<file path="config.mk">
export PLATFORM = sky130hd
export DESIGN_NAME = plot_vector_command_encoder_core
export DESIGN_NICKNAME = d
export VERILOG_FILES = /design/src/sv/pvce_pkg.sv /design/src/sv/pvce_bcd.sv /design/src/sv/pvce_front.sv /design/src/sv/pvce_queue.sv /design/src/sv/pvce_back.sv /design/src/sv/plot_vector_command_encoder_core.sv
export SDC_FILE = /design/constraint.sdc
export NUM_CORES = 2
export LEC_CHECK = 0
export ABC_AREA = 1
export BUFFER_PORTS_ARGS = -buffer_cell sky130_fd_sc_hd__buf_2
export CELL_PAD_IN_SITES_DETAIL_PLACEMENT = 1
export CELL_PAD_IN_SITES_GLOBAL_PLACEMENT = 1
export CORE_UTILIZATION = 50
export DETAILED_ROUTE_END_ITERATION = 16
export PLACE_DENSITY_LB_ADDON = 0.25
export SYNTH_ARGS = -nofsm -noshare
export SYNTH_HDL_FRONTEND = slang
export SYNTH_SLANG_ARGS = --single-unit
export TNS_END_PERCENT = 5
</file>
<file path="constraint.sdc">
create_clock -name i_clk -period 8.6 [get_ports i_clk]
set_input_delay 1.29 -clock i_clk [delete_from_list [all_inputs] [get_ports i_clk]]
set_output_delay 1.29 -clock i_clk [all_outputs]
set_load 0.005 [all_outputs]
</file>
<file path="src/sv/pvce_pkg.sv">
package pvce_pkg;

    // field widths fixed by the command format
    localparam int MODE_W      = 3;
    localparam int COORD_W     = 15;
    localparam int CFG_INDEX_W = 3;
    localparam int CFG_DATA_W  = 14;
    localparam int CHAR_W      = 8;
    localparam int ORIGIN_W    = 14;
    localparam int PEN_W       = 7;

    // full scale of a normalised coordinate
    localparam logic [COORD_W-1:0] FULL_SCALE = 15'd32767;

    // binary to bcd conversion: bits per value, bits per cycle
    localparam int CONV_BITS  = 24;
    localparam int STEP_BITS  = 3;
    localparam int CONV_STEPS = CONV_BITS / STEP_BITS;
    localparam int CNT_W      = $clog2(CONV_STEPS + 1);

    typedef enum logic [MODE_W-1:0] {
        MODE_BEGIN = 3'd0,
        MODE_FRAME = 3'd1,
        MODE_MOVE  = 3'd2,
        MODE_DRAW  = 3'd3,
        MODE_WIDTH = 3'd4,
        MODE_END   = 3'd5
    } t_mode;

    typedef enum logic [CFG_INDEX_W-1:0] {
        CFG_ORIGIN_X  = 3'd0,
        CFG_ORIGIN_Y  = 3'd1,
        CFG_SPAN_X    = 3'd2,
        CFG_SPAN_Y    = 3'd3,
        CFG_PEN_BASE  = 3'd4,
        CFG_PEN_SLOPE = 3'd5
    } t_cfg_reg;

    typedef struct packed {
        logic [ORIGIN_W-1:0] origin_x;
        logic [ORIGIN_W-1:0] origin_y;
        logic [ORIGIN_W-1:0] span_x;
        logic [ORIGIN_W-1:0] span_y;
        logic [PEN_W-1:0]    pen_base;
        logic [PEN_W-1:0]    pen_slope;
    } t_cfg;

    localparam t_cfg CFG_RESET = '{
        origin_x:  14'd30,
        origin_y:  14'd60,
        span_x:    14'd3180,
        span_y:    14'd2415,
        pen_base:  7'd3,
        pen_slope: 7'd4
    };

    // fixed command strings, first character in the top byte
    localparam int TEXT_LEN = 30;
    localparam logic [8*TEXT_LEN-1:0] INIT_TEXT = "\n^PY^-\n^ISYNTAX00010^IOL^F^IGV";
    localparam logic [8*TEXT_LEN-1:0] EXIT_TEXT = "^IGE^ISYNTAX00000^IOP^O\n^PN^-\n";

    localparam logic [CHAR_W-1:0] CH_CARET = 8'h5E;
    localparam logic [CHAR_W-1:0] CH_COMMA = 8'h2C;
    localparam logic [CHAR_W-1:0] CH_COLON = 8'h3A;
    localparam logic [CHAR_W-1:0] CH_P     = 8'h50;
    localparam logic [CHAR_W-1:0] CH_W     = 8'h57;
    localparam logic [CHAR_W-1:0] CH_U     = 8'h55;
    localparam logic [CHAR_W-1:0] CH_D     = 8'h44;

    function automatic logic [CHAR_W-1:0] text_char(
        input logic [8*TEXT_LEN-1:0] text,
        input logic [4:0]            pos
    );
        return text[8*(TEXT_LEN-1-int'(pos)) +: 8];
    endfunction

    function automatic logic [CHAR_W-1:0] digit_char(input logic [3:0] nib);
        return {4'h3, nib};
    endfunction

endpackage

</file>
<file path="src/sv/pvce_bcd.sv">
module pvce_bcd #(
    parameter int DIGITS = 4
) (
    input  logic                          i_clk,
    input  logic                          i_load,
    input  logic                          i_step,
    input  logic [pvce_pkg::CONV_BITS-1:0] i_value,
    output logic [4*DIGITS-1:0]           o_bcd
);
    import pvce_pkg::*;

    logic [CONV_BITS-1:0] r_bin;
    logic [4*DIGITS-1:0]  r_bcd;
    logic [CONV_BITS-1:0] n_bin;
    logic [4*DIGITS-1:0]  n_bcd;

    // shift-add-3, several bits a cycle while i_step is high; digits above the kept ones fall off
    always_comb begin
        n_bin = r_bin;
        n_bcd = r_bcd;
        for (int s = 0; s < STEP_BITS; s++) begin
            for (int d = 0; d < DIGITS; d++) begin
                if (n_bcd[4*d +: 4] >= 4'd5) begin
                    n_bcd[4*d +: 4] = n_bcd[4*d +: 4] + 4'd3;
                end
            end
            n_bcd = {n_bcd[4*DIGITS-2:0], n_bin[CONV_BITS-1]};
            n_bin = n_bin << 1;
        end
    end

    always_ff @(posedge i_clk) begin
        if (i_load) begin
            r_bin <= i_value;
            r_bcd <= '0;
        end else if (i_step) begin
            r_bin <= n_bin;
            r_bcd <= n_bcd;
        end
    end

    assign o_bcd = r_bcd;

endmodule

</file>
<file path="src/sv/pvce_front.sv">
module pvce_front #(
    parameter int COORD_DIGITS = 4,
    parameter int PEN_DIGITS   = 2
) (
    input  logic                             i_clk,
    input  logic                             i_rst_n,
    input  pvce_pkg::t_cfg                   i_cfg,
    input  logic                             i_in_valid,
    output logic                             o_in_ready,
    input  logic [pvce_pkg::MODE_W-1:0]      i_mode,
    input  logic [pvce_pkg::COORD_W-1:0]     i_coord_x,
    input  logic [pvce_pkg::COORD_W-1:0]     i_coord_y,
    input  logic                             i_full,
    output logic                             o_push,
    output pvce_pkg::t_mode                  o_mode,
    output logic [4*COORD_DIGITS-1:0]        o_x_bcd,
    output logic [4*COORD_DIGITS-1:0]        o_y_bcd,
    output logic [4*PEN_DIGITS-1:0]          o_pen_bcd
);
    import pvce_pkg::*;

    localparam int PROD_W = COORD_W + ORIGIN_W;
    localparam int PW_W   = COORD_W + PEN_W;

    // stage a: accepted command with its products
    logic               r_a_valid;
    t_mode              r_a_mode;
    logic [PROD_W-1:0]  r_a_px;
    logic [PROD_W-1:0]  r_a_py;
    logic [PW_W-1:0]    r_a_pw;
    logic               r_a_zero;

    // stage b: digit conversion
    logic               r_b_valid;
    t_mode              r_b_mode;
    logic [CNT_W-1:0]   r_b_cnt;

    logic               accept;
    logic               mode_ok;
    logic               b_done;
    logic               b_step;
    logic               b_free;
    logic               b_load;
    logic [COORD_W-1:0] pen_idx;
    logic [COORD_W-1:0] pen_idx_m1;
    logic [PW_W-1:0]    n_a_pw;
    logic [PEN_W-1:0]   pen_sat;
    logic [PW_W:0]      pen_val;
    logic [CNT_W-1:0]   n_b_cnt;
    logic [CONV_BITS-1:0] x_val;
    logic [CONV_BITS-1:0] y_val;
    logic [CONV_BITS-1:0] p_val;

    // floor(p / 32767) + origin: quotient by 2^15, then one correction
    function automatic logic [COORD_W-1:0] scale_coord(
        input logic [PROD_W-1:0]   prod,
        input logic [ORIGIN_W-1:0] origin
    );
        logic [ORIGIN_W-1:0] q0;
        logic [COORD_W:0]    rem;
        logic [COORD_W-1:0]  quo;
        q0  = prod[PROD_W-1:COORD_W];
        rem = {1'b0, prod[COORD_W-1:0]} + {2'b00, q0};
        quo = {1'b0, q0} + {{(COORD_W-1){1'b0}}, (rem >= {1'b0, FULL_SCALE})};
        return quo + {1'b0, origin};
    endfunction

    assign mode_ok    = (i_mode <= MODE_W'(MODE_END));
    assign accept     = i_in_valid && o_in_ready;
    assign b_done     = (r_b_cnt == CNT_W'(CONV_STEPS));
    assign b_step     = r_b_valid && !b_done;
    assign o_push     = r_b_valid && b_done && !i_full;
    assign b_free     = !r_b_valid || o_push;
    assign b_load     = r_a_valid && b_free;
    assign o_in_ready = !r_a_valid || b_free;

    // begin uses line width one
    assign pen_idx    = (i_mode == MODE_W'(MODE_BEGIN)) ? COORD_W'(1) : i_coord_x;
    assign pen_idx_m1 = pen_idx - COORD_W'(1);
    assign n_a_pw     = {{PEN_W{1'b0}}, pen_idx_m1} * {{COORD_W{1'b0}}, i_cfg.pen_slope};

    always_ff @(posedge i_clk) begin
        if (!i_rst_n) begin
            r_a_valid <= 1'b0;
            r_b_valid <= 1'b0;
        end else begin
            if (accept) begin
                r_a_valid <= mode_ok;
            end else if (b_load) begin
                r_a_valid <= 1'b0;
            end
            if (b_load) begin
                r_b_valid <= 1'b1;
            end else if (o_push) begin
                r_b_valid <= 1'b0;
            end
        end
    end

    always_ff @(posedge i_clk) begin
        if (accept) begin
            r_a_mode <= t_mode'(i_mode);
            r_a_px   <= {{ORIGIN_W{1'b0}}, i_coord_x} * {{COORD_W{1'b0}}, i_cfg.span_x};
            r_a_py   <= {{ORIGIN_W{1'b0}}, i_coord_y} * {{COORD_W{1'b0}}, i_cfg.span_y};
            r_a_pw   <= n_a_pw;
            r_a_zero <= (pen_idx == '0);
        end
        if (b_load) begin
            r_b_mode <= r_a_mode;
            r_b_cnt  <= n_b_cnt;
        end else if (b_step) begin
            r_b_cnt  <= r_b_cnt + CNT_W'(1);
        end
    end

    // width index zero can go negative: clamp at zero
    assign pen_sat = (i_cfg.pen_base >= i_cfg.pen_slope) ?
                     (i_cfg.pen_base - i_cfg.pen_slope) : '0;
    assign pen_val = r_a_zero ? {{(PW_W+1-PEN_W){1'b0}}, pen_sat} :
                     ({1'b0, r_a_pw} + {{(PW_W+1-PEN_W){1'b0}}, i_cfg.pen_base});

    assign x_val = CONV_BITS'(scale_coord(r_a_px, i_cfg.origin_x));
    assign y_val = CONV_BITS'(scale_coord(r_a_py, i_cfg.origin_y));
    assign p_val = CONV_BITS'(pen_val);

    // text-only commands skip the conversion
    always_comb begin
        if (r_a_mode inside {MODE_FRAME, MODE_END}) begin
            n_b_cnt = CNT_W'(CONV_STEPS);
        end else begin
            n_b_cnt = '0;
        end
    end

    pvce_bcd #(.DIGITS(COORD_DIGITS)) u_bcd_x (
        .i_clk   (i_clk),
        .i_load  (b_load),
        .i_step  (b_step),
        .i_value (x_val),
        .o_bcd   (o_x_bcd)
    );

    pvce_bcd #(.DIGITS(COORD_DIGITS)) u_bcd_y (
        .i_clk   (i_clk),
        .i_load  (b_load),
        .i_step  (b_step),
        .i_value (y_val),
        .o_bcd   (o_y_bcd)
    );

    pvce_bcd #(.DIGITS(PEN_DIGITS)) u_bcd_pen (
        .i_clk   (i_clk),
        .i_load  (b_load),
        .i_step  (b_step),
        .i_value (p_val),
        .o_bcd   (o_pen_bcd)
    );

    assign o_mode = r_b_mode;

endmodule

</file>
<file path="src/sv/pvce_queue.sv">
module pvce_queue #(
    parameter int WIDTH = 8,
    parameter int DEPTH = 4
) (
    input  logic             i_clk,
    input  logic             i_rst_n,
    input  logic             i_push,
    input  logic [WIDTH-1:0] i_data,
    output logic             o_full,
    input  logic             i_pop,
    output logic             o_valid,
    output logic [WIDTH-1:0] o_data
);
    localparam int PTR_W = $clog2(DEPTH > 1 ? DEPTH : 2);
    localparam logic [PTR_W-1:0] LAST_PTR = PTR_W'(DEPTH - 1);

    logic [WIDTH-1:0] r_mem [DEPTH];
    logic [PTR_W-1:0] r_wr;
    logic [PTR_W-1:0] r_rd;
    logic [PTR_W:0]   r_count;

    // pointers wrap at the last entry, so any depth works
    always_ff @(posedge i_clk) begin
        if (!i_rst_n) begin
            r_wr    <= '0;
            r_rd    <= '0;
            r_count <= '0;
        end else begin
            if (i_push) begin
                r_wr <= (r_wr == LAST_PTR) ? '0 : r_wr + PTR_W'(1);
            end
            if (i_pop) begin
                r_rd <= (r_rd == LAST_PTR) ? '0 : r_rd + PTR_W'(1);
            end
            if (i_push && !i_pop) begin
                r_count <= r_count + (PTR_W+1)'(1);
            end else if (i_pop && !i_push) begin
                r_count <= r_count - (PTR_W+1)'(1);
            end
        end
    end

    always_ff @(posedge i_clk) begin
        if (i_push) begin
            r_mem[r_wr] <= i_data;
        end
    end

    assign o_full  = (r_count == (PTR_W+1)'(DEPTH));
    assign o_valid = (r_count != '0);
    assign o_data  = r_mem[r_rd];

endmodule

</file>
<file path="src/sv/pvce_back.sv">
module pvce_back #(
    parameter int COORD_DIGITS = 4,
    parameter int PEN_DIGITS   = 2
) (
    input  logic                          i_clk,
    input  logic                          i_rst_n,
    input  logic                          i_q_valid,
    output logic                          o_q_pop,
    input  pvce_pkg::t_mode               i_mode,
    input  logic [4*COORD_DIGITS-1:0]     i_x_bcd,
    input  logic [4*COORD_DIGITS-1:0]     i_y_bcd,
    input  logic [4*PEN_DIGITS-1:0]       i_pen_bcd,
    output logic                          o_out_valid,
    input  logic                          i_out_ready,
    output logic [pvce_pkg::CHAR_W-1:0]   o_out_char,
    output logic                          o_last_char
);
    import pvce_pkg::*;

    localparam int IDX_W = $clog2(TEXT_LEN + 3 + PEN_DIGITS);

    // character positions within each command
    localparam logic [IDX_W-1:0] BEGIN_PEN  = IDX_W'(TEXT_LEN);
    localparam logic [IDX_W-1:0] BEGIN_LAST = IDX_W'(TEXT_LEN + 2 + PEN_DIGITS);
    localparam logic [IDX_W-1:0] XY_COLON   = IDX_W'(2 + COORD_DIGITS);
    localparam logic [IDX_W-1:0] XY_LAST    = IDX_W'(2 + 2*COORD_DIGITS);
    localparam logic [IDX_W-1:0] WIDTH_LAST = IDX_W'(2 + PEN_DIGITS);
    localparam logic [IDX_W-1:0] TEXT_LAST  = IDX_W'(TEXT_LEN - 1);

    logic                       r_act;
    t_mode                      r_mode;
    logic [IDX_W-1:0]           r_idx;
    logic [4*COORD_DIGITS-1:0]  r_x;
    logic [4*COORD_DIGITS-1:0]  r_y;
    logic [4*PEN_DIGITS-1:0]    r_p;
    logic                       r_o_valid;
    logic [CHAR_W-1:0]          r_o_char;
    logic                       r_o_last;

    logic                       adv;
    logic [CHAR_W-1:0]          n_char;
    logic                       n_last;
    logic                       sh_x;
    logic                       sh_y;
    logic                       sh_p;

    assign adv     = r_act && (!r_o_valid || i_out_ready);
    assign o_q_pop = i_q_valid && (!r_act || (adv && n_last));

    always_comb begin
        n_char = CH_CARET;
        n_last = 1'b0;
        sh_x   = 1'b0;
        sh_y   = 1'b0;
        sh_p   = 1'b0;
        unique case (r_mode)
            MODE_BEGIN: begin
                if (r_idx < BEGIN_PEN) begin
                    n_char = text_char(INIT_TEXT, r_idx[4:0]);
                end else if (r_idx == BEGIN_PEN) begin
                    n_char = CH_CARET;
                end else if (r_idx == BEGIN_PEN + IDX_W'(1)) begin
                    n_char = CH_P;
                end else if (r_idx == BEGIN_PEN + IDX_W'(2)) begin
                    n_char = CH_W;
                end else begin
                    n_char = digit_char(r_p[4*PEN_DIGITS-1 -: 4]);
                    sh_p   = 1'b1;
                end
                n_last = (r_idx == BEGIN_LAST);
            end
            MODE_FRAME: begin
                n_char = (r_idx == '0) ? CH_CARET : CH_COMMA;
                n_last = (r_idx == IDX_W'(1));
            end
            MODE_MOVE, MODE_DRAW: begin
                if (r_idx == '0) begin
                    n_char = CH_CARET;
                end else if (r_idx == IDX_W'(1)) begin
                    n_char = (r_mode == MODE_MOVE) ? CH_U : CH_D;
                end else if (r_idx < XY_COLON) begin
                    n_char = digit_char(r_x[4*COORD_DIGITS-1 -: 4]);
                    sh_x   = 1'b1;
                end else if (r_idx == XY_COLON) begin
                    n_char = CH_COLON;
                end else begin
                    n_char = digit_char(r_y[4*COORD_DIGITS-1 -: 4]);
                    sh_y   = 1'b1;
                end
                n_last = (r_idx == XY_LAST);
            end
            MODE_WIDTH: begin
                if (r_idx == '0) begin
                    n_char = CH_CARET;
                end else if (r_idx == IDX_W'(1)) begin
                    n_char = CH_P;
                end else if (r_idx == IDX_W'(2)) begin
                    n_char = CH_W;
                end else begin
                    n_char = digit_char(r_p[4*PEN_DIGITS-1 -: 4]);
                    sh_p   = 1'b1;
                end
                n_last = (r_idx == WIDTH_LAST);
            end
            MODE_END: begin
                n_char = text_char(EXIT_TEXT, r_idx[4:0]);
                n_last = (r_idx == TEXT_LAST);
            end
            default: begin
                n_last = 1'b1;
            end
        endcase
    end

    always_ff @(posedge i_clk) begin
        if (!i_rst_n) begin
            r_act     <= 1'b0;
            r_o_valid <= 1'b0;
        end else begin
            if (o_q_pop) begin
                r_act <= 1'b1;
            end else if (adv && n_last) begin
                r_act <= 1'b0;
            end
            if (adv) begin
                r_o_valid <= 1'b1;
            end else if (i_out_ready) begin
                r_o_valid <= 1'b0;
            end
        end
    end

    always_ff @(posedge i_clk) begin
        if (o_q_pop) begin
            r_mode <= i_mode;
            r_idx  <= '0;
            r_x    <= i_x_bcd;
            r_y    <= i_y_bcd;
            r_p    <= i_pen_bcd;
        end else if (adv) begin
            r_idx <= r_idx + IDX_W'(1);
            if (sh_x) begin
                r_x <= r_x << 4;
            end
            if (sh_y) begin
                r_y <= r_y << 4;
            end
            if (sh_p) begin
                r_p <= r_p << 4;
            end
        end
        if (adv) begin
            r_o_char <= n_char;
            r_o_last <= n_last;
        end
    end

    assign o_out_valid = r_o_valid;
    assign o_out_char  = r_o_char;
    assign o_last_char = r_o_last;

endmodule

</file>
<file path="src/sv/plot_vector_command_encoder_core.sv">
// channel   | direction | handshake                 | payload
// ----------+-----------+---------------------------+------------------------------------
// command   | in        | i_in_valid / o_in_ready   | i_mode, i_coord_x, i_coord_y
// character | out       | o_out_valid / i_out_ready | o_out_char, o_last_char
// config    | in        | i_cfg_valid / o_cfg_ready | i_cfg_index, i_cfg_data
//
// one character per cycle on the output while i_out_ready is high and commands are queued:
// move and draw emit 11 characters, begin 33+PEN_DIGITS, set width 3+PEN_DIGITS, frame 2,
// end 30; modes 6 and 7 are taken with no output; the digit converter holds a numbered
// command until it is pushed; the character serialiser sets the sustained rate for move and
// draw; a numbered command goes through stage a, stage b, the queue and the output register
// synchronous active-low reset of the valid flags, pointers and configuration (CFG_RESET)
// output stalls back up through the command queue into the converter and then o_in_ready
module plot_vector_command_encoder_core #(
    parameter int COORD_DIGITS = 4,
    parameter int PEN_DIGITS   = 2,
    parameter int QUEUE_DEPTH  = 4
) (
    input  logic                                i_clk,
    input  logic                                i_rst_n,
    // command channel
    input  logic                                i_in_valid,
    output logic                                o_in_ready,
    input  logic [pvce_pkg::MODE_W-1:0]         i_mode,
    input  logic [pvce_pkg::COORD_W-1:0]        i_coord_x,
    input  logic [pvce_pkg::COORD_W-1:0]        i_coord_y,
    // character channel
    output logic                                o_out_valid,
    input  logic                                i_out_ready,
    output logic [pvce_pkg::CHAR_W-1:0]         o_out_char,
    output logic                                o_last_char,
    // configuration channel
    input  logic                                i_cfg_valid,
    output logic                                o_cfg_ready,
    input  logic [pvce_pkg::CFG_INDEX_W-1:0]    i_cfg_index,
    input  logic [pvce_pkg::CFG_DATA_W-1:0]     i_cfg_data
);
    import pvce_pkg::*;

    // queue entry: mode, pen digits, y digits, x digits
    localparam int XW     = 4 * COORD_DIGITS;
    localparam int PW     = 4 * PEN_DIGITS;
    localparam int ENTRY_W = MODE_W + PW + 2 * XW;

    t_cfg               r_cfg;

    logic               q_push;
    logic               q_full;
    logic               q_pop;
    logic               q_valid;
    logic [ENTRY_W-1:0] q_wr;
    logic [ENTRY_W-1:0] q_rd;

    t_mode              f_mode;
    logic [XW-1:0]      f_x;
    logic [XW-1:0]      f_y;
    logic [PW-1:0]      f_pen;

    // configuration registers, always ready; unknown indices are dropped
    assign o_cfg_ready = 1'b1;

    always_ff @(posedge i_clk) begin
        if (!i_rst_n) begin
            r_cfg <= CFG_RESET;
        end else if (i_cfg_valid && o_cfg_ready) begin
            unique case (t_cfg_reg'(i_cfg_index))
                CFG_ORIGIN_X:  r_cfg.origin_x  <= i_cfg_data;
                CFG_ORIGIN_Y:  r_cfg.origin_y  <= i_cfg_data;
                CFG_SPAN_X:    r_cfg.span_x    <= i_cfg_data;
                CFG_SPAN_Y:    r_cfg.span_y    <= i_cfg_data;
                CFG_PEN_BASE:  r_cfg.pen_base  <= i_cfg_data[PEN_W-1:0];
                CFG_PEN_SLOPE: r_cfg.pen_slope <= i_cfg_data[PEN_W-1:0];
                default: ;
            endcase
        end
    end

    // front end: takes the command, scales and converts to decimal digits
    pvce_front #(
        .COORD_DIGITS (COORD_DIGITS),
        .PEN_DIGITS   (PEN_DIGITS)
    ) u_front (
        .i_clk      (i_clk),
        .i_rst_n    (i_rst_n),
        .i_cfg      (r_cfg),
        .i_in_valid (i_in_valid),
        .o_in_ready (o_in_ready),
        .i_mode     (i_mode),
        .i_coord_x  (i_coord_x),
        .i_coord_y  (i_coord_y),
        .i_full     (q_full),
        .o_push     (q_push),
        .o_mode     (f_mode),
        .o_x_bcd    (f_x),
        .o_y_bcd    (f_y),
        .o_pen_bcd  (f_pen)
    );

    assign q_wr = {f_mode, f_pen, f_y, f_x};

    // decouples the converter from the character serialiser
    pvce_queue #(
        .WIDTH (ENTRY_W),
        .DEPTH (QUEUE_DEPTH)
    ) u_queue (
        .i_clk   (i_clk),
        .i_rst_n (i_rst_n),
        .i_push  (q_push),
        .i_data  (q_wr),
        .o_full  (q_full),
        .i_pop   (q_pop),
        .o_valid (q_valid),
        .o_data  (q_rd)
    );

    // back end: one character per cycle into the output register unless the output stalls
    pvce_back #(
        .COORD_DIGITS (COORD_DIGITS),
        .PEN_DIGITS   (PEN_DIGITS)
    ) u_back (
        .i_clk       (i_clk),
        .i_rst_n     (i_rst_n),
        .i_q_valid   (q_valid),
        .o_q_pop     (q_pop),
        .i_mode      (t_mode'(q_rd[ENTRY_W-1 -: MODE_W])),
        .i_x_bcd     (q_rd[XW-1:0]),
        .i_y_bcd     (q_rd[2*XW-1:XW]),
        .i_pen_bcd   (q_rd[2*XW+PW-1:2*XW]),
        .o_out_valid (o_out_valid),
        .i_out_ready (i_out_ready),
        .o_out_char  (o_out_char),
        .o_last_char (o_last_char)
    );

endmodule

</file>
[Word level (Yosys, flattened, before mapping)]
Memories as Yosys holds them, arrays and structs flattened. A register that Yosys moved wholly into a read port is not among the register bits.
Index checks and enable logic that the tools add are counted.
Operators by class
  $add $sub $neg: 46
  multipliers: 3
  $lt $le $gt $ge: 36
  eq/ne operators: 26
  shift-type cells: 2
  muxes and demuxes: 99
  reductions and logical operators: 49
Operators by type and width (count)
  $shiftx 240x32->8 const A: 2
  $ge 4x3->1 const B: 30
  $mux 4: 25
  $mux 16: 6
  $mux 8: 11
  $add 4x2->4 const B: 21
  $mux 15: 5
  $mux 23: 3
  $mul 15x14->29: 2
  $pmux 8 s5: 1
  $mux 3: 11
  $add 15x14->16: 2
  $ge 16x15->1 const B: 2
  $add 14x1->15: 2
  $add 15x14->15: 2
  $mux 7: 4
  $add 3x2->3 const B: 9
  $mux 1: 26
  $add 22x7->23: 1
  $mul 15x7->22: 1
  $reduce_bool 2->1: 11
  $eq 3x3->1 const B: 6
  $eq 6x5->1 const B: 3
  $reduce_and 2->1: 9
  33 further kinds: 66
Storage, ports and cells
  register bits after elaboration: 342
  memory bits (writable): 172
  output and inout bits: 12
  memories: 1
Memories
  u_queue.r_mem: words 4, bits a word 43, read ports 1, clocked after memory_dff 1, wr ports 1, RTL line pvce_queue.sv:17  | logic [WIDTH-1:0] r_mem [DEPTH];

[Longest topological paths before layout]
  word-level depth: 9
  gate-level depth with buffers: 28
  gate-level depth less buffers: 28

[Cells and area by module]
From an unflattened synthesis, not the netlist that was laid out.
Unflattened totals
  cell total of the unflattened synthesis: 5613
  area total of the unflattened synthesis: 45401.0 µm²
By module, submodules not included
  pvce_front: times used 1, cells an instance 3264, area an instance 24868.9 µm²
  pvce_queue: times used 1, cells an instance 475, area an instance 6815.3 µm²
  pvce_bcd (u_front.u_bcd_x ...): times used 2, cells an instance 362, area an instance 2636.3 µm²
  pvce_back: times used 1, cells an instance 535, area an instance 3910.0 µm²
  plot_vector_command_encoder_core: times used 1, cells an instance 386, area an instance 2717.6 µm²
  pvce_bcd (u_front.u_bcd_pen): times used 1, cells an instance 229, area an instance 1816.7 µm²

[Worst setup path after synthesis]
Ideal clock, no wire load.
  path type: in2reg
  from: input port i_coord_x[3] (netlist name)
  to: register u_front.r_a_px[28] (data pin)
  library setup time: 262 ps
  data arrival time: 6171 ps
  path slack: 2166 ps
  cell stages on the path: 19
  path buffers: 2
  cell sequence: clkbuf_1 > clkbuf_1 > nand2_1 > fa_1 > fa_1 > inv_1 > fa_1 > inv_1 > fa_1 > inv_1 > fa_1 > fa_1 > ha_1 > a21oi_1 > o21ai_0 > a21oi_1 > nand3_1 > a21oi_1 > xor2_1
Between the ends
  cells in the longest elaborated chain, start to end: 1
Ends and longest elaborated chain
  start, declared: RTL line plot_vector_command_encoder_core.sv:25  | input logic [pvce_pkg::COORD_W-1:0] i_coord_x,
  $mul 15x14->29: RTL line pvce_front.sv:103  | r_a_px <= {{ORIGIN_W{1'b0}}, i_coord_x} * {{COORD_W{1'b0}}, i_cfg.span_x};
  end signal, assigned: RTL line pvce_front.sv:103
  end, declared: RTL line pvce_front.sv:28  | logic [PROD_W-1:0] r_a_px;
No other way between the ends.
A chain may end at the register's enable or synchronous reset.

[Worst setup path in the final report]
  from: input port i_mode[2] (netlist name)
  to: register u_front.r_a_pw[20] (data pin)
Between the ends
  cells in the longest elaborated chain, start to end: 4
Ends and longest elaborated chain
  start, declared: RTL line plot_vector_command_encoder_core.sv:24  | input logic [pvce_pkg::MODE_W-1:0] i_mode,
  $logic_not 3->1: RTL line pvce_front.sv:78  | assign pen_idx = (i_mode == MODE_W'(MODE_BEGIN)) ? COORD_W'(1) : i_coord_x;
  $mux 15: RTL line pvce_front.sv:78
  $sub 15x1->15: RTL line pvce_front.sv:79  | assign pen_idx_m1 = pen_idx - COORD_W'(1);
  $mul 15x7->22: RTL line pvce_front.sv:80  | assign n_a_pw = {{PEN_W{1'b0}}, pen_idx_m1} * {{COORD_W{1'b0}}, i_cfg.pen_slope};
  via u_front.n_a_pw[20]: RTL line pvce_front.sv:46  | logic [PW_W-1:0] n_a_pw;
  end signal, assigned: RTL line pvce_front.sv:105  | r_a_pw <= n_a_pw;
  end, declared: RTL line pvce_front.sv:30  | logic [PW_W-1:0] r_a_pw;
The timed path passes the listed nets, and every way through them passes these cells.

==> results.sh <==
export IMPL_outcome="completed"
export IMPL_leakage_nw=24.04
export IMPL_use_met1_pct=35.07
export IMPL_cp_slowest_stage_delay_ns=0.58
export IMPL_insertion_delay_ns=0.65
export IMPL_drc=0
export IMPL_hold_ws_ns=0.4374
export IMPL_fin_util_pct=54.21
export IMPL_synth_area_leaders="edfxtp_1 (25%), fa_1 (17%), nand2_1 (12%)"
export IMPL_startpoint_type="input pin"
export IMPL_critPathLaunch="i_mode[2]"
export IMPL_synthFlopType="edfxtp_1"
export IMPL_fin_cells=6596
export IMPL_htreeDepth=2
export IMPL_dpl_hpwl_um=95180
export IMPL_synth_top_area_cell="edfxtp_1"
export IMPL_worst_path_max_delay_cell="fa_1"
export IMPL_grt_busiest_layer="met2"
export IMPL_yosysUniqueCellTypes=57
export IMPL_syn_num_nets=6206
export IMPL_grt_pass1_wl_um=205600
export IMPL_tightest_slew_ns=1.044
export IMPL_synthCells=5404
export IMPL_criticalPathCategory="input pin to register"
export IMPL_clk_pin_slew_ns=0.06
export IMPL_avgViaCountPerCell=5.495
export IMPL_die_h_um=300.3
export IMPL_routed_wl_um=126300
export IMPL_crit_fanout=14
export IMPL_die_area_um2=90150
export IMPL_hold_viol=0
export IMPL_grt_max_degree=74
export IMPL_cts_resized=0
export IMPL_clock_sinks=515
export IMPL_place_gp_congestion=0.8653
export IMPL_met3_usage_pct=2.558
export IMPL_grt_total_usage_pct=28.40
export IMPL_max_freq_mhz=146.8
export IMPL_min_period_over_period_pct=79.23
export IMPL_ys_seq_area_share_pct=31.44
export IMPL_fillers=10710
export IMPL_antennaDiodeCount=0
export IMPL_slew_headroom_pct=30.30
export IMPL_synthToLayoutAreaGrowth_pct=7.545
export IMPL_core_um2=88240
export IMPL_route_vias_total=36250
export IMPL_syn_area_um2=44480
export IMPL_drive_above_1_share_pct=4.898
export IMPL_fin_nets=6184
export IMPL_r2r_start="r_cfg[18]$_SDFFE_PN0P_"
export IMPL_tritoncts="done"
export IMPL_dpl_worst_slack_ns=1.136
export IMPL_period_minus_slack_ns=6.813
export IMPL_firstDrtPassIters=5
export IMPL_fin_tns_setup_ns=0
export IMPL_endpoint_kind="register"
export IMPL_cts_setup_buffers=0
export IMPL_layout_commonest_cell="nand2_1"
export IMPL_synth_top_area_share_pct=24.78
export IMPL_reg2reg_to="u_front.r_a_py[28]$_DFFE_PP_"
export IMPL_drt_iter0_drc=1946
export IMPL_dp_cells=6488
export IMPL_worstSetupEndpoint="u_front.r_a_pw[20]$_DFFE_PP_"
export IMPL_rsz0062_at_grt="no"
export IMPL_critPathArrivalTime_ns=7.20
export IMPL_cp_cell_sequence="buf_2 -> inv_1 -> nand2_1 -> inv_2 -> nor2_2 -> ha_1 -> nand3_1 -> xnor2_1 -> nor2_1 -> fa_1 -> fa_1 -> fa_1 -> inv_1 -> fa_1 -> inv_1 -> ha_1 -> a21oi_1 -> a21boi_0 -> nand3b_1 -> nand4_1 -> nand2_1 -> nand2_1 -> nand2_1 -> nand2_1"
export IMPL_grt_use_met2_pct=52.34
export IMPL_io_pins=67
export IMPL_power_density_nw_per_um2=374.9
export IMPL_ff2ff_setup_slack_ns=2.24
export IMPL_synth_edf_count=367
export IMPL_synth_seq_cells=515
export IMPL_clockBufferDepth=3
export IMPL_cts_root_buf="clkbuf_16"
export IMPL_yosys_warnings=0
export IMPL_grt_pass1_vias=39880
export IMPL_rows=109
export IMPL_antenna_found_initial=0
export IMPL_fin_skew_ns=0.06085
export IMPL_wl_per_cell_um=19.15
export IMPL_start_util_pct=50.41
export IMPL_maxSlewViolCount=0
export IMPL_critPathRequiredTime_ns=8.99
export IMPL_cts_inserted_buffers=57
export IMPL_async_flop_share_pct=0
export IMPL_syn_area_per_cell_um2=8.231
export IMPL_final_cell_mix="nand2_1 (1462), inv_1 (913), fa_1 (379)"
export IMPL_die_w_um=300.3
export IMPL_final_setup_viol_count=0
export IMPL_vdd_ir_drop_max_mv=0.3118
export IMPL_overflow=0
export IMPL_ant_nets=0
export IMPL_rr_worst_depth=18
export IMPL_final_setup_worst_slack_ns=1.787
export IMPL_hold_path_class="register to register"
export IMPL_ctsHoldBuffers=0
export IMPL_portBuffers=64
export IMPL_max_cap_violations=0
export IMPL_path_common_cell="nand2_1"
-- layout make-up --
cell class              instances  area [um2]  area share, %
multi-input cells            3791       26370          55.12
flip-flops and latches        515       13980          29.24
inverters                     926        3477          7.269
clock buffers                  71        1550          3.241
well taps                    1165        1458          3.047
repair buffers                 91       523.0          1.093
clock inverters                37       475.5         0.9940
-- worst min-delay path by stage --
stage                                        start                                endpoint  slack, ns  depth (start not counted)
5_1_grt        u_front.u_bcd_y.r_bin[13]$_DFFE_PP_  u_front.u_bcd_y.r_bin[16]$_SDFFE_PP0P_       0.46                          2
3_3_place_gp   u_front.u_bcd_x.r_bin[14]$_DFFE_PP_  u_front.u_bcd_x.r_bin[17]$_SDFFE_PP0P_       0.44                          2
2_1_floorplan        u_front.r_a_mode[2]$_DFFE_PP_             u_front.o_mode[2]$_DFFE_PP_       0.40                          0
4_1_cts        u_front.u_bcd_y.r_bin[13]$_DFFE_PP_  u_front.u_bcd_y.r_bin[16]$_SDFFE_PP0P_       0.46                          2
3_5_place_dp         u_front.r_a_mode[2]$_DFFE_PP_             u_front.o_mode[2]$_DFFE_PP_       0.45                          0
6_report       u_front.u_bcd_y.r_bin[13]$_DFFE_PP_  u_front.u_bcd_y.r_bin[16]$_SDFFE_PP0P_       0.44                          2
-- cell usage after synthesis, drive strengths merged (7+ instances only) --
library cell / number
xor2: 73
a21oi: 239
o31ai: 10
buf: 26
nand2: 1468
or2: 19
a21o: 16
a31oi: 25
inv: 924
nor2: 379
clkbuf: 146
xnor2: 45
nor3: 40
nand4: 42
nand3b: 19
o211ai: 20
and2: 9
dfxtp: 148
ha: 368
nand3: 291
fa: 379
a32o: 28
o22ai: 23
edfxtp: 367
o21ai: 250
o21bai: 13
nor4: 7
-- power breakdown --
group	internal (W)	switching (W)
Sequential	0.00361	0.000454
Combinational	0.00393	0.00732
Clock	0.00153	0.00108
-- worst max-delay path, delay by kind of cell --
kind	cells	cell delay [ns]
buffers and inverters	5	0.37
AOI/OAI and AO/OA	2	0.61
adders and majority gates	6	2.71
xor gates and xnor gates	1	0.55
and+or+nand+nor	10	1.66
-- layer usage --
layer,share of wire [%],vias to the layer above
met1,42,18170
met5,0,-
li1,-,17190
met3,3.3,208
met2,52,682
met4,2.8,0
-- stage by stage --
step	instance area (um2)	total power (W)
2_1_floorplan	44480	0.01214
3_3_place_gp	45810	0.01467
3_5_place_dp	45810	0.01529
4_1_cts	47830	0.01805
5_1_grt	47830	0.01958
6_report	47830	0.01793
-- state kept, by name, indices dropped and copies added (netlist names), 2 cells and up, named ones only --
register,count
r_cfg,70
u_back.o_out_char,7
u_back.r_idx,6
u_back.r_mode,3
u_back.r_p,8
u_back.r_x,16
u_back.r_y,16
u_front.o_mode,3
u_front.r_a_mode,3
u_front.r_a_pw,22
u_front.r_a_px,29
u_front.r_a_py,29
u_front.r_b_cnt,4
u_front.u_bcd_pen.o_bcd,8
u_front.u_bcd_pen.r_bin,24
u_front.u_bcd_x.o_bcd,16
u_front.u_bcd_x.r_bin,24
u_front.u_bcd_y.o_bcd,16
u_front.u_bcd_y.r_bin,24
u_queue.r_count,3
u_queue.r_mem,172
u_queue.r_rd,2
u_queue.r_wr,2
-- kinds of logic after synthesis --
kind of cell	share of synthesized area, %
AND/OR/NAND/NOR	20.98
buffers and inverters	9.424
adder cells (fa/ha/maj)	27.41
AO/OA/AOI/OAI	8.386
flip-flops	31.44
XOR/XNOR	2.341
other	0.01688
No activity file was read; power rests on OpenSTA's default activity.
